==> src/rtl/small_matrix_arithmetic_macros.svh <==
// ---------------------------------------------------------------------------
// Small matrix arithmetic: assertion macros
// Same-cycle and next-cycle implication checks on clk, disabled in reset.
// ---------------------------------------------------------------------------
`ifndef SMALL_MATRIX_ARITHMETIC_MACROS_SVH
`define SMALL_MATRIX_ARITHMETIC_MACROS_SVH

// cons must hold in the same cycle as ante
`define SMA_ASSERT_IMP(lbl, ante, cons, msg) \
  lbl: assert property (@(posedge clk) disable iff (!rst_n) (ante) |-> (cons)) \
    else $error(msg);

// cons must hold in the cycle after ante
`define SMA_ASSERT_NXT(lbl, ante, cons, msg) \
  lbl: assert property (@(posedge clk) disable iff (!rst_n) (ante) |=> (cons)) \
    else $error(msg);

`endif

==> src/rtl/sma_pkg.sv <==
// ---------------------------------------------------------------------------
// sma_pkg
// Shared constants, codes, command types and helpers of the matrix unit.
// ---------------------------------------------------------------------------
package sma_pkg;

  localparam int MAX_DIM   = 8;
  localparam int FRAC_BITS = 16;

  localparam int DATA_W    = 32;
  localparam int CFG_W     = 4;
  localparam int POS_W     = 8;
  localparam int MEM_DEPTH = MAX_DIM * MAX_DIM;
  localparam int ADDR_W    = (MEM_DEPTH > 1) ? $clog2(MEM_DEPTH) : 1;
  localparam int DIM_W     = $clog2(MAX_DIM + 1);
  localparam int IDX_W     = (MAX_DIM > 1) ? $clog2(MAX_DIM) : 1;
  localparam int LIN_W     = 2 * DIM_W;
  localparam int PROD_W    = 2 * DATA_W;
  localparam int ACC_W     = PROD_W + IDX_W + 1;
  localparam int REG_IDX_W = 2;

  typedef enum logic [REG_IDX_W-1:0] {
    REG_MODE  = 2'd0,
    REG_ROWS  = 2'd1,
    REG_INNER = 2'd2,
    REG_COLS  = 2'd3
  } sma_reg_t;

  typedef enum logic [1:0] {
    MODE_ADD   = 2'd0,
    MODE_SUB   = 2'd1,
    MODE_MUL   = 2'd2,
    MODE_MUL_T = 2'd3
  } sma_mode_t;

  typedef enum logic {
    ST_LOAD,
    ST_CALC
  } sma_state_t;

  typedef struct packed {
    logic mul;
    logic sub;
    logic first;
    logic last_term;
    logic last_result;
  } sma_tag_t;

  typedef struct packed {
    logic              wr_a;
    logic              wr_b;
    logic [ADDR_W-1:0] wr_addr;
    logic              rd_en;
    logic [ADDR_W-1:0] rd_addr_a;
    logic [ADDR_W-1:0] rd_addr_b;
    sma_tag_t          tag;
  } sma_cmd_t;

  typedef struct packed {
    logic busy;
  } sma_status_t;

  // 0 acts as 1, anything above MAX_DIM acts as MAX_DIM
  function automatic logic [DIM_W-1:0] eff_dim(input logic [CFG_W-1:0] v);
    logic [DIM_W-1:0] d;
    if (v == '0) begin
      d = DIM_W'(1);
    end else if (v > CFG_W'(MAX_DIM)) begin
      d = DIM_W'(MAX_DIM);
    end else begin
      d = DIM_W'(v);
    end
    return d;
  endfunction

endpackage

==> src/rtl/sma_ctrl.sv <==
// ---------------------------------------------------------------------------
// sma_ctrl
// Configuration registers, load sequencing and the result walk that issues
// store reads to the datapath.
// ---------------------------------------------------------------------------
`include "small_matrix_arithmetic_macros.svh"

module sma_ctrl (
  input  logic                            clk,
  input  logic                            rst_n,
  input  logic                            cfg_we,
  input  logic [sma_pkg::REG_IDX_W-1:0]   cfg_index,
  input  logic [sma_pkg::CFG_W-1:0]       cfg_data,
  input  logic                            in_valid,
  output logic                            in_ready,
  input  sma_pkg::sma_status_t            status,
  output sma_pkg::sma_cmd_t               cmd
);
  import sma_pkg::*;

  sma_mode_t         mode_r;
  logic [CFG_W-1:0]  rows_r, inner_r, cols_r;
  sma_state_t        state_r, state_nxt;
  logic [POS_W-1:0]  pos_r, pos_nxt;
  logic [IDX_W-1:0]  i_r, i_nxt, j_r, j_nxt, t_r, t_nxt;

  logic [DIM_W-1:0]  rr, kk, cc, res_cols;
  logic              mul;
  logic [POS_W-1:0]  a_len, b_len, total, pos_eff, pos_inc, b_pos;
  logic [LIN_W-1:0]  lin_a, lin_b;
  logic              term_last, col_last, row_last;

  always_ff @(posedge clk) begin
    if (!rst_n) begin
      mode_r  <= MODE_MUL;
      rows_r  <= CFG_W'(8);
      inner_r <= CFG_W'(8);
      cols_r  <= CFG_W'(8);
    end else if (cfg_we) begin
      unique case (cfg_index)
        REG_MODE:  mode_r  <= sma_mode_t'(cfg_data[1:0]);
        REG_ROWS:  rows_r  <= cfg_data;
        REG_INNER: inner_r <= cfg_data;
        REG_COLS:  cols_r  <= cfg_data;
      endcase
    end
  end

  assign rr       = eff_dim(rows_r);
  assign kk       = eff_dim(inner_r);
  assign cc       = eff_dim(cols_r);
  assign mul      = (mode_r == MODE_MUL) || (mode_r == MODE_MUL_T);
  assign res_cols = mul ? cc : kk;
  assign a_len    = POS_W'(rr) * POS_W'(kk);
  assign b_len    = mul ? POS_W'(kk) * POS_W'(cc) : a_len;
  assign total    = a_len + b_len;
  assign pos_eff  = (pos_r >= total) ? '0 : pos_r;
  assign pos_inc  = pos_eff + POS_W'(1);
  assign b_pos    = pos_eff - a_len;

  // row-major linear addresses; in add/sub the term index is the column
  always_comb begin
    lin_a = LIN_W'(i_r) * LIN_W'(kk) + LIN_W'(mul ? t_r : j_r);
    case (mode_r)
      MODE_MUL:   lin_b = LIN_W'(t_r) * LIN_W'(cc) + LIN_W'(j_r);
      MODE_MUL_T: lin_b = LIN_W'(j_r) * LIN_W'(kk) + LIN_W'(t_r);
      default:    lin_b = lin_a;
    endcase
  end

  assign term_last = !mul || (DIM_W'(t_r) == kk - DIM_W'(1));
  assign col_last  = DIM_W'(j_r) == res_cols - DIM_W'(1);
  assign row_last  = DIM_W'(i_r) == rr - DIM_W'(1);

  always_ff @(posedge clk) begin
    if (!rst_n) begin
      state_r <= ST_LOAD;
      pos_r   <= '0;
      i_r     <= '0;
      j_r     <= '0;
      t_r     <= '0;
    end else begin
      state_r <= state_nxt;
      pos_r   <= pos_nxt;
      i_r     <= i_nxt;
      j_r     <= j_nxt;
      t_r     <= t_nxt;
    end
  end

  always_comb begin
    state_nxt = state_r;
    pos_nxt   = pos_r;
    i_nxt     = i_r;
    j_nxt     = j_r;
    t_nxt     = t_r;
    in_ready  = 1'b0;

    cmd                 = '0;
    cmd.rd_addr_a       = lin_a[ADDR_W-1:0];
    cmd.rd_addr_b       = lin_b[ADDR_W-1:0];
    cmd.tag.mul         = mul;
    cmd.tag.sub         = (mode_r == MODE_SUB);
    cmd.tag.first       = (t_r == '0);
    cmd.tag.last_term   = term_last;
    cmd.tag.last_result = row_last && col_last;

    unique case (state_r)
      ST_LOAD: begin
        in_ready = 1'b1;
        if (in_valid) begin
          if (pos_eff < a_len) begin
            cmd.wr_a    = 1'b1;
            cmd.wr_addr = pos_eff[ADDR_W-1:0];
          end else begin
            cmd.wr_b    = 1'b1;
            cmd.wr_addr = b_pos[ADDR_W-1:0];
          end
          if (pos_inc == total) begin
            pos_nxt   = '0;
            i_nxt     = '0;
            j_nxt     = '0;
            t_nxt     = '0;
            state_nxt = ST_CALC;
          end else begin
            pos_nxt = pos_inc;
          end
        end
      end
      ST_CALC: begin
        // a new result starts only once the pipeline and output are empty
        if (t_r != '0 || !status.busy) begin
          cmd.rd_en = 1'b1;
          if (term_last) begin
            t_nxt = '0;
            if (col_last) begin
              j_nxt = '0;
              if (row_last) begin
                i_nxt     = '0;
                state_nxt = ST_LOAD;
              end else begin
                i_nxt = i_r + IDX_W'(1);
              end
            end else begin
              j_nxt = j_r + IDX_W'(1);
            end
          end else begin
            t_nxt = t_r + IDX_W'(1);
          end
        end
      end
    endcase

    // any register write resets the load position
    if (cfg_we) begin
      pos_nxt = '0;
    end
  end

  `SMA_ASSERT_IMP(a_issue_idle, cmd.rd_en && cmd.tag.first, !status.busy, "issue while busy")
  `SMA_ASSERT_IMP(a_pos_in_calc, state_r != ST_LOAD, pos_r == '0, "load position in compute")
  `SMA_ASSERT_NXT(a_back_to_load, cmd.rd_en && cmd.tag.last_result && cmd.tag.last_term,
                  state_r == ST_LOAD, "no return to load after last result")

endmodule

==> config.mk <==
export PLATFORM = sky130hd
export DESIGN_NAME = sma_ctrl
export DESIGN_NICKNAME = d
export VERILOG_FILES = /design/src/rtl/sma_pkg.sv /design/src/rtl/sma_ctrl.sv
export VERILOG_INCLUDE_DIRS = /design/src /design/src/rtl
export SDC_FILE = /design/constraint.sdc
export NUM_CORES = 1
export LEC_CHECK = 0
export BUFFER_PORTS_ARGS = -buffer_cell sky130_fd_sc_hd__buf_4
export CORE_MARGIN = 4
export CORE_UTILIZATION = 45
export CTS_CLUSTER_SIZE = 12
export DETAILED_ROUTE_END_ITERATION = 16
export GPL_ROUTABILITY_DRIVEN = 0
export MAX_ROUTING_LAYER = met4
export SLEW_MARGIN = 30
export SYNTH_ARGS = -nofsm -noshare
export SYNTH_HDL_FRONTEND = slang
export SYNTH_SLANG_ARGS = --single-unit
==> constraint.sdc <==
create_clock -name clk -period 8.71 [get_ports clk]
set_input_delay 1.742 -clock clk [delete_from_list [all_inputs] [get_ports clk]]
set_output_delay 1.742 -clock clk [all_outputs]
set_load 0.05 [all_outputs]
* Word level (Yosys, flattened, before mapping)
Index checks and enable logic that the tools add are counted.
W data, S select, Z words.
** Word-level totals
- Bits in registers :: 32
- Input bits :: 11
- Output and inout port bits :: 27
- Word-level logic and storage cells :: 110
** Cells by class
- $add $sub $neg :: 12
- Multiply operators :: 5
- $lt $le $gt $ge :: 5
- Equal/unequal tests :: 15
- Multiplexer cells :: 41
- Bitwise gates (word level) :: 2
- Reductions and logical operators :: 21
** Operators by type and width (number)
- $mux W8 :: 5
- $mux W3 :: 12
- $mux W4 :: 7
- $add A6 B3 Y6 :: 3
- $mul A3 B4 Y6 :: 3
- $pmux W3 S2 :: 3
- $mul A4 B4 Y8 :: 2
- $eq A3 B4 Y1 :: 3
- $gt A4 B4 Y1 const B :: 3
- $logic_not A4 Y1 :: 3
- $pmux W6 S2 :: 1
- $sub A4 B1 Y4 const B :: 3
- $mux W1 :: 11
- $reduce_and A2 Y1 :: 5
- $add A3 B1 Y3 const B :: 3
- $add A8 B1 Y8 const B :: 1
- $add A8 B8 Y8 :: 1
- $eq A2 B2 Y1 const B :: 4
- $eq A8 B8 Y1 :: 1
- $ge A8 B8 Y1 :: 1
- $lt A8 B8 Y1 :: 1
- $mux W6 :: 1
- $ne A2 B1 Y1 const B :: 3
- $sub A6 B6 Y6 :: 1
- 14 further kinds :: 20

* Depth between registers and ports, before layout
Gate-level depths: netlist of run 1.
- Depth after elaboration :: 13
- Gate-level depth with buffers :: 39
- Gate-level depth less buffers :: 35

* Worst setup path after synthesis of run 1
Ideal clock, no wire load.
- Path kind :: register -> output
- From :: register inner_r[3]
- To :: output cmd[19] (netlist bit)
- Arrival :: 7823 ps
- Data required time :: 6968 ps
- Slack :: -855 ps
- Cell stages (with the launch flop) :: 36
- Path buffers :: 5
- Cells stage by stage :: dfxtp_1 -> clkbuf_1 -> nor2b_1 -> clkbuf_1 -> nand2_1 -> fa_1 -> inv_1 -> fa_1 -> inv_1 -> fa_1 -> mux2i_1 -> ha_1 -> o21a_1 -> a211o_1 -> a21oi_1 -> nor2b_1 -> nor2_2 -> xnor2_1 -> ha_1 -> nand4_1 -> o31a_2 -> buf_4 -> clkbuf_1 -> nand2_1 -> ha_1 -> inv_1 -> fa_1 -> a21o_1 -> a21o_1 -> a21o_1 -> a21o_1 -> a21o_1 -> a21oi_1 -> clkbuf_1 -> mux2i_1 -> nor2_1
** RTL lines
- start, declared :: RTL line sma_ctrl.sv:22 : logic [CFG_W-1:0] rows_r, inner_r, cols_r;
- start signal, assigned :: RTL line sma_ctrl.sv:43 : REG_INNER: inner_r <= cfg_data;
- end, declared :: RTL line sma_ctrl.sv:17 : output sma_pkg::sma_cmd_t cmd

==> reports/metrics.cfg, run 1 <==
[critical_path]
worst-endpoint-arrival_ps=7070
cpMaxStageDelayCell=fa_1
max_stage_delay_ps=540
rr_worst_depth=47
cp.depth=38
path_buf_inv=18
crit_family=adder cells
cp_max_fo=6
start_kind=register
end_kind=output port
critPathKind=register to output port
critPathMostFrequentCell=buf_4
crit_required_ps=6970

[placement]
portBuffers=37
place_ws_ps=23.2
placed_cells=844
dp_hpwl_um=10500

[sta]
fin_crit_ps=8820
holdWs_ps=518
setup_viol=6
drv_slew=0
tns_ps=-460
maxSlewHeadroom_pct=61.0
skew_ps=4.56
tightest_slew_ps=581
rsz0062_at_grt=true
fin_crit_sh_pct=101
postLayoutSetupSlackWorst_ps=-105
hold_viol=0
max_freq_mhz=113

[outcome]
run_status=complete, but fails checks
violations=setup timing

[layout]
diodes=0
syn2layout_area_growth_pct=28.8
instances_no_fill=896
finalNetCount=870
final.fill_count=1011
drive_gt1_share_pct=26.8

[route]
finalWirelength_um=13800
vias_per_cell=5.36
ant_nets=0
routedWlPerCell_um=15.4
route.vias.total=4801
dr.pass1.iters=5
drt_iter0_markers=222
drc_errors=0

[floorplan]
initial_core_util_pct=46.0
ios=38
die_area_sq_um=13400
core_sq_um=11400
die_height_um=116
die_x_um=116
rows=39

[clocking]
path_clk_slew_ps=50
cts.path.max_buffers=2
cts_buffers=5
htree_num_levels=2
cts-root-buf=clkbuf_16
clock_latency_ps=280
cts_tree=yes
cts.sinks=32

[global_routing]
grt_util_all_layers_pct=21.6
grt_overflow=0
grt_pass1_wl_um=22700
grt_pass1_vias=4770
antenna_found_initial=0
grt_start_max_net_pins=33

[logic_synthesis]
synth_edf_count=0
synth_most_common_cell=ha_1
synth.cells.most_frequent=ha_1, inv_1, nand2_1
ys_seq_area_share_pct=12.3
yosysTopAreaCell=ha_1
netlist_area_sq_um=5230
async_reset_ff_share_pct=0
yosysTopAreaCellShare_pct=20.3
ys_warn_count=0
yosys_register_bits=32
netlist_instances=656
synth_cell_types=65
synth_nets=774
avgSynthCellArea_sq_um=7.97
netlist_top_cells_area=ha_1, dfxtp_1, fa_1
synth_flop_cell=dfxtp_1

[power_and_ir_drop]
powerDensity_nw_per_um2=73.8
switching_share_pct=27.7
cell_internal_pwr_mw=0.359
peakVddDrop_mv=0.0879
power_frac_clock_pct=43.4
seqPwrFrac_pct=30.8
comb_power_share_pct=25.7
p_switching_mw=0.138
power_mw=0.497
p_leak_nw=3.38

[worst_hold_path]
holdPathStages=2
holdCritPathClass=register to register

[job]
drv_cap=0

==> cell type report <==
class                           instances  area, sq um  share of cell area [%]
Tap cell                              143          179                    2.66
Clock inverter                          1         30.0                   0.446
Sequential cell                        32          654                    9.72
Timing Repair Buffer                  117          931                    13.8
Clock buffer                            7          153                    2.27
Inverter                               65          256                    3.81
Multi-Input combinational cell        531         4530                    67.3
==> per-stage QoR <==
step	instance area (sq um)	utilization, %
2_1_floorplan	5370	-
3_3_place_gp	5930	52.2
3_5_place_dp	5930	52.2
4_1_cts	6400	56.3
5_1_grt	6730	59.2
6_report	6730	59.2
==> registers in the layout (all words and copies together), names as in the netlist <==
| signal | flops |
|---|---|
| t_r | 3 |
| state_r | 1 |
| j_r | 3 |
| cols_r | 4 |
| i_r | 3 |
| inner_r | 4 |
| rows_r | 4 |
| pos_r | 8 |
| mode_r | 2 |
==> worst paths after layout <==
path	from	end	slack, ps
min reg2reg	inner_r[0]	inner_r[0]	520
max	rows_r[3]	cmd[18]	-110
min	inner_r[0]	inner_r[0]	520
max reg2reg	rows_r[3]	i_r[0]	80
==> logic make-up (layout without fill, tap and decap cells) <==
| logic type | after synthesis | count (layout) | share of synthesized area (%) |
|---|---|---|---|
| AND/OR/NAND/NOR | 223 | 223 | 21.2 |
| buffers and inverters | 94 | 190 | 7.21 |
| multiplexers | 26 | 26 | 5.05 |
| adder cells (fa/ha/maj) | 107 | 107 | 28.8 |
| flip-flops | 32 | 32 | 12.3 |
| AO/OA/AOI/OAI | 120 | 121 | 16.2 |
| XOR/XNOR | 54 | 54 | 9.34 |
==> timing repair <==
action	in CTS	in global routing
setup endpoints to repair	8	26
resized for setup	29	46
cloned	0	1
setup buffers	25	19
pin swaps	28	44
hold buffers	0	0
==> worst reg2reg max path, delay by kind of cell (launching register included) <==
kind | cells | cell delay, ps
flip-flops | 1 | 360
AND/OR/NAND/NOR | 8 | 1130
multiplexers | 2 | 200
AO/OA/AOI/OAI | 10 | 2040
XOR/XNOR | 2 | 290
adder cells (fa/ha/maj) | 6 | 2410
buffers and inverters | 19 | 2100
==> cells in the final DEF (no fill, tap or decap), types with 3 or more instances in the layout <==
cell type  count
nand2b_1       4
buf_6         10
nand3_2        3
a32oi_1        3
o211ai_1       4
dfxtp_1       27
nor2b_1       17
nor2_1        46
a211o_1        3
a21o_1        20
a21oi_1       25
nor3_1         7
nand3_1       12
mux2i_1       22
nand3b_1       3
nor2b_2        3
a211oi_1       4
and3_1         5
nand2_1       60
nand2b_4       3
nor2_2         3
xor2_1        16
and2_1        27
a21oi_2       10
dfxtp_4        3
nor2_4         8
xnor2_1       34
clkbuf_16      5
o21ai_0       11
o21ai_1        8
buf_4        105
fa_1          21
inv_1         61
mux2_2         3
inv_4          3
ha_1          83
==> metal layers <==
metal | global-route usage, % | wire length, um
met4 | 4.10 | 287
met2 | 36.2 | 6740
met3 | 2.98 | 536
met1 | 27.9 | 6190
met5 | - | 0
==> power by group through the flow <==
stage / combinational (mW) / clock [mW] / sequential, mW
final: 0.128 / 0.216 / 0.153
after global routing: 0.138 / 0.227 / 0.154
after CTS: 0.115 / 0.221 / 0.153
after detailed placement: 0.105 / 0 / 0.156
after global placement: 0.105 / 0 / 0.156
after floorplan: 0.0775 / 0 / 0.154
(Power assumes the default switching activity.)
==> inputs of run 2 (changes only) <==
--- a/config.mk
+++ b/config.mk
@@ -6,6 +6,7 @@
 export SDC_FILE = /design/constraint.sdc
 export NUM_CORES = 1
 export LEC_CHECK = 0
+export ABC_AREA = 1
 export BUFFER_PORTS_ARGS = -buffer_cell sky130_fd_sc_hd__buf_4
 export CORE_MARGIN = 4
 export CORE_UTILIZATION = 45
==> reports/metrics.cfg, run 2 <==
[critical_path]
r2r-start=inner_r[0]
critPathKind=register to output port
path_buf_inv=8  ; -10
end_kind=output port
worst-endpoint-arrival_ps=6670  ; -400 ps
crit_start=inner_r[0]
max_stage_delay_ps=550  ; about the same
cp_max_fo=5  ; -1
cpMaxStageDelayCell=fa_1
crit_required_ps=6970  ; about the same
start_kind=register
crit_family=adder cells

[clocking]
clock_latency_ps=280  ; about the same
cts-root-buf=clkbuf_16
htree_num_levels=2  ; unchanged
cts.path.max_buffers=2  ; unchanged
cts_hold_buf=0  ; unchanged
cts_tree=yes
cts_buffers=5  ; unchanged
path_clk_slew_ps=50  ; about the same
cts.sinks=32  ; unchanged

[layout]
finalNetCount=955  ; +9.8%
seq_area_sq_um=646  ; -1.3%
largest_reg_flops=8  ; unchanged
syn2layout_area_growth_pct=20.7
final.fill_count=1084  ; +7.2%
final_common_cell=nand2_1
multiInputGateArea_sq_um=4240  ; -6.4%
most-common-layout-cells=nand2_1, inv_1, ha_1
largest_register=pos_r
diodes=0  ; unchanged
instances_no_fill=978  ; +9.2%
drive_gt1_share_pct=19.1  ; -7.7 points

[global_routing]
grt_pass1_wl_um=24100  ; +6.5%
grt_pass1_vias=4948  ; +3.7%
grt_start_max_net_pins=30  ; -9.1%
antenna_found_initial=0  ; unchanged
grt_util_all_layers_pct=23.2  ; +1.6 points
grt_overflow=0  ; unchanged

[route]
routedWlPerCell_um=14.9  ; -2.7%
drc_errors=0  ; unchanged
vias_per_cell=5.21  ; -2.8%
finalWirelength_um=14600  ; +6.2%
ant_nets=0  ; unchanged
route.vias.total=5095  ; +6.1%
dr.pass1.iters=5  ; unchanged
drt_iter0_markers=269  ; +21%

[sta]
maxSlewHeadroom_pct=59.1  ; -1.9 points
drv_slew=0  ; unchanged
hold_viol=0  ; unchanged
tns_ps=0  ; +460 ps
max_freq_mhz=119  ; +4.8%
skew_ps=4.20  ; -0.353 ps
tightest_slew_ps=609  ; +27.5 ps
setup_viol=0  ; -6
fin_crit_sh_pct=96.6  ; -4.7 points
fin_crit_ps=8410  ; -406 ps

[placement]
portBuffers=37  ; unchanged
dp_hpwl_um=11900  ; +13%
placed_cells=960  ; +14%

[logic_synthesis]
synth_nets=900  ; +16%
yosysTopAreaCell=ha_1
netlist_area_sq_um=5200  ; -0.50%
async_reset_ff_share_pct=0  ; unchanged
yosysTopAreaCellShare_pct=20.5  ; +0.10 points
synth_cell_types=43  ; -34%
netlist_top_cells_area=ha_1, nand2_1, dfxtp_1
synth_flop_cell=dfxtp_1
synth_most_common_cell=nand2_1
avgSynthCellArea_sq_um=6.65  ; -17%
ys_warn_count=0  ; unchanged
yosys_register_bits=32  ; unchanged
ys_seq_area_share_pct=12.3  ; +0.062 points
synth.cells.most_frequent=nand2_1, inv_1, ha_1
synth_edf_count=0  ; unchanged
netlist_instances=782  ; +19%

[power_and_ir_drop]
p_leak_nw=3.28  ; -3.2%
power_frac_clock_pct=38.5  ; -4.9 points
peakVddDrop_mv=0.103  ; +17%
seqPwrFrac_pct=30.4  ; -0.4 points
p_switching_mw=0.176  ; +28%
switching_share_pct=33.9  ; +6.2 points
powerDensity_nw_per_um2=82.8  ; +12%
comb_power_share_pct=31.1  ; +5.4 points
cell_internal_pwr_mw=0.344  ; -4.3%

[floorplan]
rows=38  ; -2.6%
initial_core_util_pct=46.9  ; +0.97 points
die_height_um=115  ; -0.23%
core_sq_um=11100  ; -2.6%
die_x_um=115  ; -0.23%
die_area_sq_um=13300  ; -0.47%
ios=38  ; unchanged

[job]
drv_cap=0  ; unchanged

[worst_hold_path]
holdCritPathClass=register to register
hp-start=rows_r[1]

[outcome]
run_status=finished, final reports clean

## run 2: changes by cell type after synthesis, moves of 9 or more
cell | before | now
nor2_1 | 56 | 78
nand3_1 | 15 | 37
a21oi_1 | 36 | 45
nor2b_1 | 20 | 0
nand2_1 | 63 | 186
a21o_1 | 20 | 3
mux2i_1 | 23 | 0
nand4_1 | 2 | 16
inv_1 | 65 | 135
xnor2_1 | 36 | 15
and2_1 | 29 | 0
## run 2: final cells by class
type	instances	area share [%]
multi-input combinational	591	67.5
sequential	32	10.3
inverter	141	8.63
timing repair buffer	66	8.13
tap	140	2.79
clock buffer	5	1.99
clock inverter	3	0.678
## run 2: worst paths after layout
path / slack, ps / depth (start not counted) / end
worst max-delay path: 300 / 37 / cmd[22]
worst min-delay path: 480 / 2 / rows_r[1]
worst max register to register: 2170 / 42 / t_r[1]
worst min register to register: 480 / 2 / rows_r[1]
## run 2: worst register-to-register path, delay by kind of cell, from the launching register on
family,cells,cell delay [ps]
buffers and inverters,8,670
adders and majority gates,6,2110
and+or+nand+nor,19,1940
DFF,1,330
AOI/OAI and AO/OA,9,1390
## run 2: metal layers
layer	wire (um)	vias up	GRT usage [%]
met2	6390	109	34.8
met1	7310	2375	33.5
met5	0	-	-
li1	-	2604	-
met4	105	0	3.91
met3	813	7	3.50
## run 2: metrics by stage
| step | utilization [%] | power, mW | worst slack, ps | hold WS, ps | area [sq um] |
|---|---|---|---|---|---|
| after global routing | 56.7 | 0.551 | -10.4 | 509 | 6280 |
| after CTS | 54.3 | 0.508 | 0.874 | 473 | 6020 |
| after floorplan | - | 0.263 | 60.2 | 430 | 5280 |
| final | 56.7 | 0.520 | 300 | 476 | 6280 |
| after detailed placement | 52.3 | 0.301 | 61.5 | 464 | 5790 |
| after global placement | 52.3 | 0.299 | 274 | 463 | 5790 |
## run 2: cells by family after synthesis
logic type	share of synthesized area (%)
AND/OR/NAND/NOR	29.4
adder cells (fa/ha/maj)	28.9
flip-flops	12.3
AO/OA/AOI/OAI	11.1
buffers and inverters	11.8
XOR/XNOR	6.57
## run 2: power by group through the flow
stage / Combinational (mW) / Sequential (mW) / Clock (mW)
floorplan: 0.106 / 0.157 / 0
global placement: 0.139 / 0.160 / 0
detailed placement: 0.141 / 0.161 / 0
CTS: 0.145 / 0.157 / 0.205
global route: 0.178 / 0.159 / 0.214
finish: 0.162 / 0.158 / 0.200
## run 2: timing repair
item                       4_1_cts  5_1_grt
cloned                           0        0
pin swaps                        2       26
buffers inserted                 1        9
setup endpoints to repair        6        8
gates resized for setup         15       53
==> inputs of run 3 (changes only) <==
--- a/config.mk
+++ b/config.mk
@@ -8,12 +8,14 @@
 export LEC_CHECK = 0
 export ABC_AREA = 1
 export BUFFER_PORTS_ARGS = -buffer_cell sky130_fd_sc_hd__buf_4
+export CORE_ASPECT_RATIO = 0.75
 export CORE_MARGIN = 4
 export CORE_UTILIZATION = 45
 export CTS_CLUSTER_SIZE = 12
 export DETAILED_ROUTE_END_ITERATION = 16
 export GPL_ROUTABILITY_DRIVEN = 0
 export MAX_ROUTING_LAYER = met4
+export RECOVER_POWER = 25
 export SLEW_MARGIN = 30
 export SYNTH_ARGS = -nofsm -noshare
 export SYNTH_HDL_FRONTEND = slang
==> reports/metrics.cfg, run 3 (synthesis gave the netlist of run 2 again) <==
[sta]
drv_slew=0  ; unchanged
setup_viol=0  ; unchanged
skew_ps=7.30  ; +3.10 ps
maxSlewHeadroom_pct=56.9  ; -2.3 points
tightest_slew_ps=646  ; +37.1 ps
holdWs_ps=481  ; +4.88 ps
postLayoutSetupSlackWorst_ps=244  ; -56.4 ps
max_freq_mhz=118  ; -0.67%
fin_crit_sh_pct=97.2  ; +0.65 points
hold_viol=0  ; unchanged
fin_crit_ps=8470  ; +56.4 ps

[global_routing]
antenna_found_initial=0  ; unchanged
grt_overflow=0  ; unchanged
grt_util_all_layers_pct=23.0  ; -0.21 points
grt_pass1_vias=4742  ; -4.2%
grt_pass1_wl_um=24200  ; +0.26%
grt_start_max_net_pins=31  ; +3.3%

[layout]
fin_util_pct=57.1  ; +0.41 points
diodes=0  ; unchanged
drive_gt1_share_pct=19.6  ; +0.51 points
largest_reg_flops=8  ; unchanged
seq_area_sq_um=646  ; unchanged
largest_register=pos_r
final.fill_count=1074  ; -0.92%
multiInputGateArea_sq_um=4220  ; -0.30%
finalNetCount=964  ; +0.94%
most-common-layout-cells=nand2_1, inv_1, ha_1
syn2layout_area_growth_pct=21.9
final_common_cell=nand2_1

[critical_path]
max_stage_delay_ps=540  ; about the same
crit_required_ps=6970  ; about the same
cpMaxStageDelayCell=fa_1
worst-endpoint-arrival_ps=6720  ; +50 ps
start_kind=register
end_kind=output port
critPathMostFrequentCell=inv_1
cp_max_fo=5  ; unchanged
critPathKind=register to output port
rr_worst_depth=43  ; +2.4%

[floorplan]
ios=38  ; unchanged
die_x_um=132  ; +14%
core_sq_um=11100  ; +0.26%
rows=33  ; -13%
die_area_sq_um=13400  ; +0.14%
die_height_um=101  ; -12%
initial_core_util_pct=46.8  ; -0.12 points

[clocking]
cts.path.max_buffers=2  ; unchanged
cts-root-buf=clkbuf_16
cts_tree=yes
htree_num_levels=2  ; unchanged
path_clk_slew_ps=50  ; about the same
clock_latency_ps=280  ; about the same
cts.sinks=32  ; unchanged
cts_buffers=5  ; unchanged
cts_hold_buf=0  ; unchanged

[route]
vias_per_cell=5.17  ; -0.70%
dr.pass1.iters=5  ; unchanged
drc_errors=0  ; unchanged
finalWirelength_um=15100  ; +3.1%
drt_iter0_markers=409  ; +52%
ant_nets=0  ; unchanged
routedWlPerCell_um=15.3  ; +2.2%
route.vias.total=5106  ; +0.22%

[power_and_ir_drop]
peakVddDrop_mv=0.117  ; +14%
switching_share_pct=33.7  ; -0.17 points
p_leak_nw=3.30  ; +0.76%
cell_internal_pwr_mw=0.352  ; +2.4%
seqPwrFrac_pct=29.7  ; -0.7 points
powerDensity_nw_per_um2=83.8  ; +1.2%
p_switching_mw=0.179  ; +1.6%
comb_power_share_pct=33.2  ; +2.1 points
power_mw=0.531  ; +2.2%
power_frac_clock_pct=37.1  ; -1.4 points

[placement]
portBuffers=37  ; unchanged
place_ws_ps=-71.1  ; -133 ps
dp_hpwl_um=12100  ; +1.1%

[worst_hold_path]
holdCritPathClass=register to register
holdPathStages=2  ; unchanged

[job]
drv_cap=0  ; unchanged

[outcome]
run_status=finished, final reports clean

[run 3: changes by cell type in the layout (fill, tap and decap cells not counted), sizes merged]
cell / delta
buf: +7
clkbuf: +3
clkinv: -1
[run 3: metrics by stage]
stage | instance area (sq um) | TNS [ps] | std cells
final | 6340 | 0 | 987
after global routing | 6340 | -633 | 987
after CTS | 6010 | 0 | 971
after detailed placement | 5790 | -204 | 959
after global placement | 5790 | 0 | 959
after floorplan | 5280 | 0 | 782
[run 3: final timing paths]
kind,start,end,slack [ps]
max,rows_r[1],cmd[20],240
min,rows_r[2],rows_r[2],480
max reg2reg,inner_r[2],j_r[2],2020
min reg2reg,rows_r[2],rows_r[2],480
[run 3: worst max-delay path, delay by kind of cell, from the launching register on]
kind | cells | cell delay [ps]
fa+ha+maj | 6 | 2490
simple gates | 14 | 1210
compound gates | 8 | 1180
buf+inv | 10 | 1120
flops | 1 | 290
xor+xnor | 1 | 160
[run 3: what timing repair did]
item / CTS / global route
setup buffers: 4 / 16
endpoints found under the hold margin: 0 / 0
pin swaps: 6 / 34
resized for setup: 15 / 58
endpoints found under the setup margin: 6 / 8
[run 3: layer usage]
metal	vias up	wire, um	track usage [%]
li1	2628	-	-
met3	9	1290	3.79
met2	159	5730	31.0
met4	0	81	3.07
met1	2310	7970	36.0
met5	-	0	-
[run 3: cell type report]
| type | count | share of cell area [%] |
|---|---|---|
| Clock buffer | 6 | 2.03 |
| Clock inverter | 2 | 0.553 |
| Sequential cell | 32 | 10.2 |
| Timing Repair Buffer | 75 | 9.18 |
| Inverter | 141 | 8.65 |
| Tap cell | 140 | 2.76 |
| Multi-Input combinational cell | 591 | 66.6 |
[run 3: power by group through the flow]
| stage | combinational, mW | clock (mW) | sequential, mW |
|---|---|---|---|
| 3_3_place_gp | 0.141 | 0 | 0.160 |
| 6_report | 0.176 | 0.197 | 0.158 |
| 5_1_grt | 0.192 | 0.208 | 0.159 |
| 2_1_floorplan | 0.106 | 0 | 0.157 |
| 3_5_place_dp | 0.143 | 0 | 0.160 |
| 4_1_cts | 0.149 | 0.201 | 0.157 |
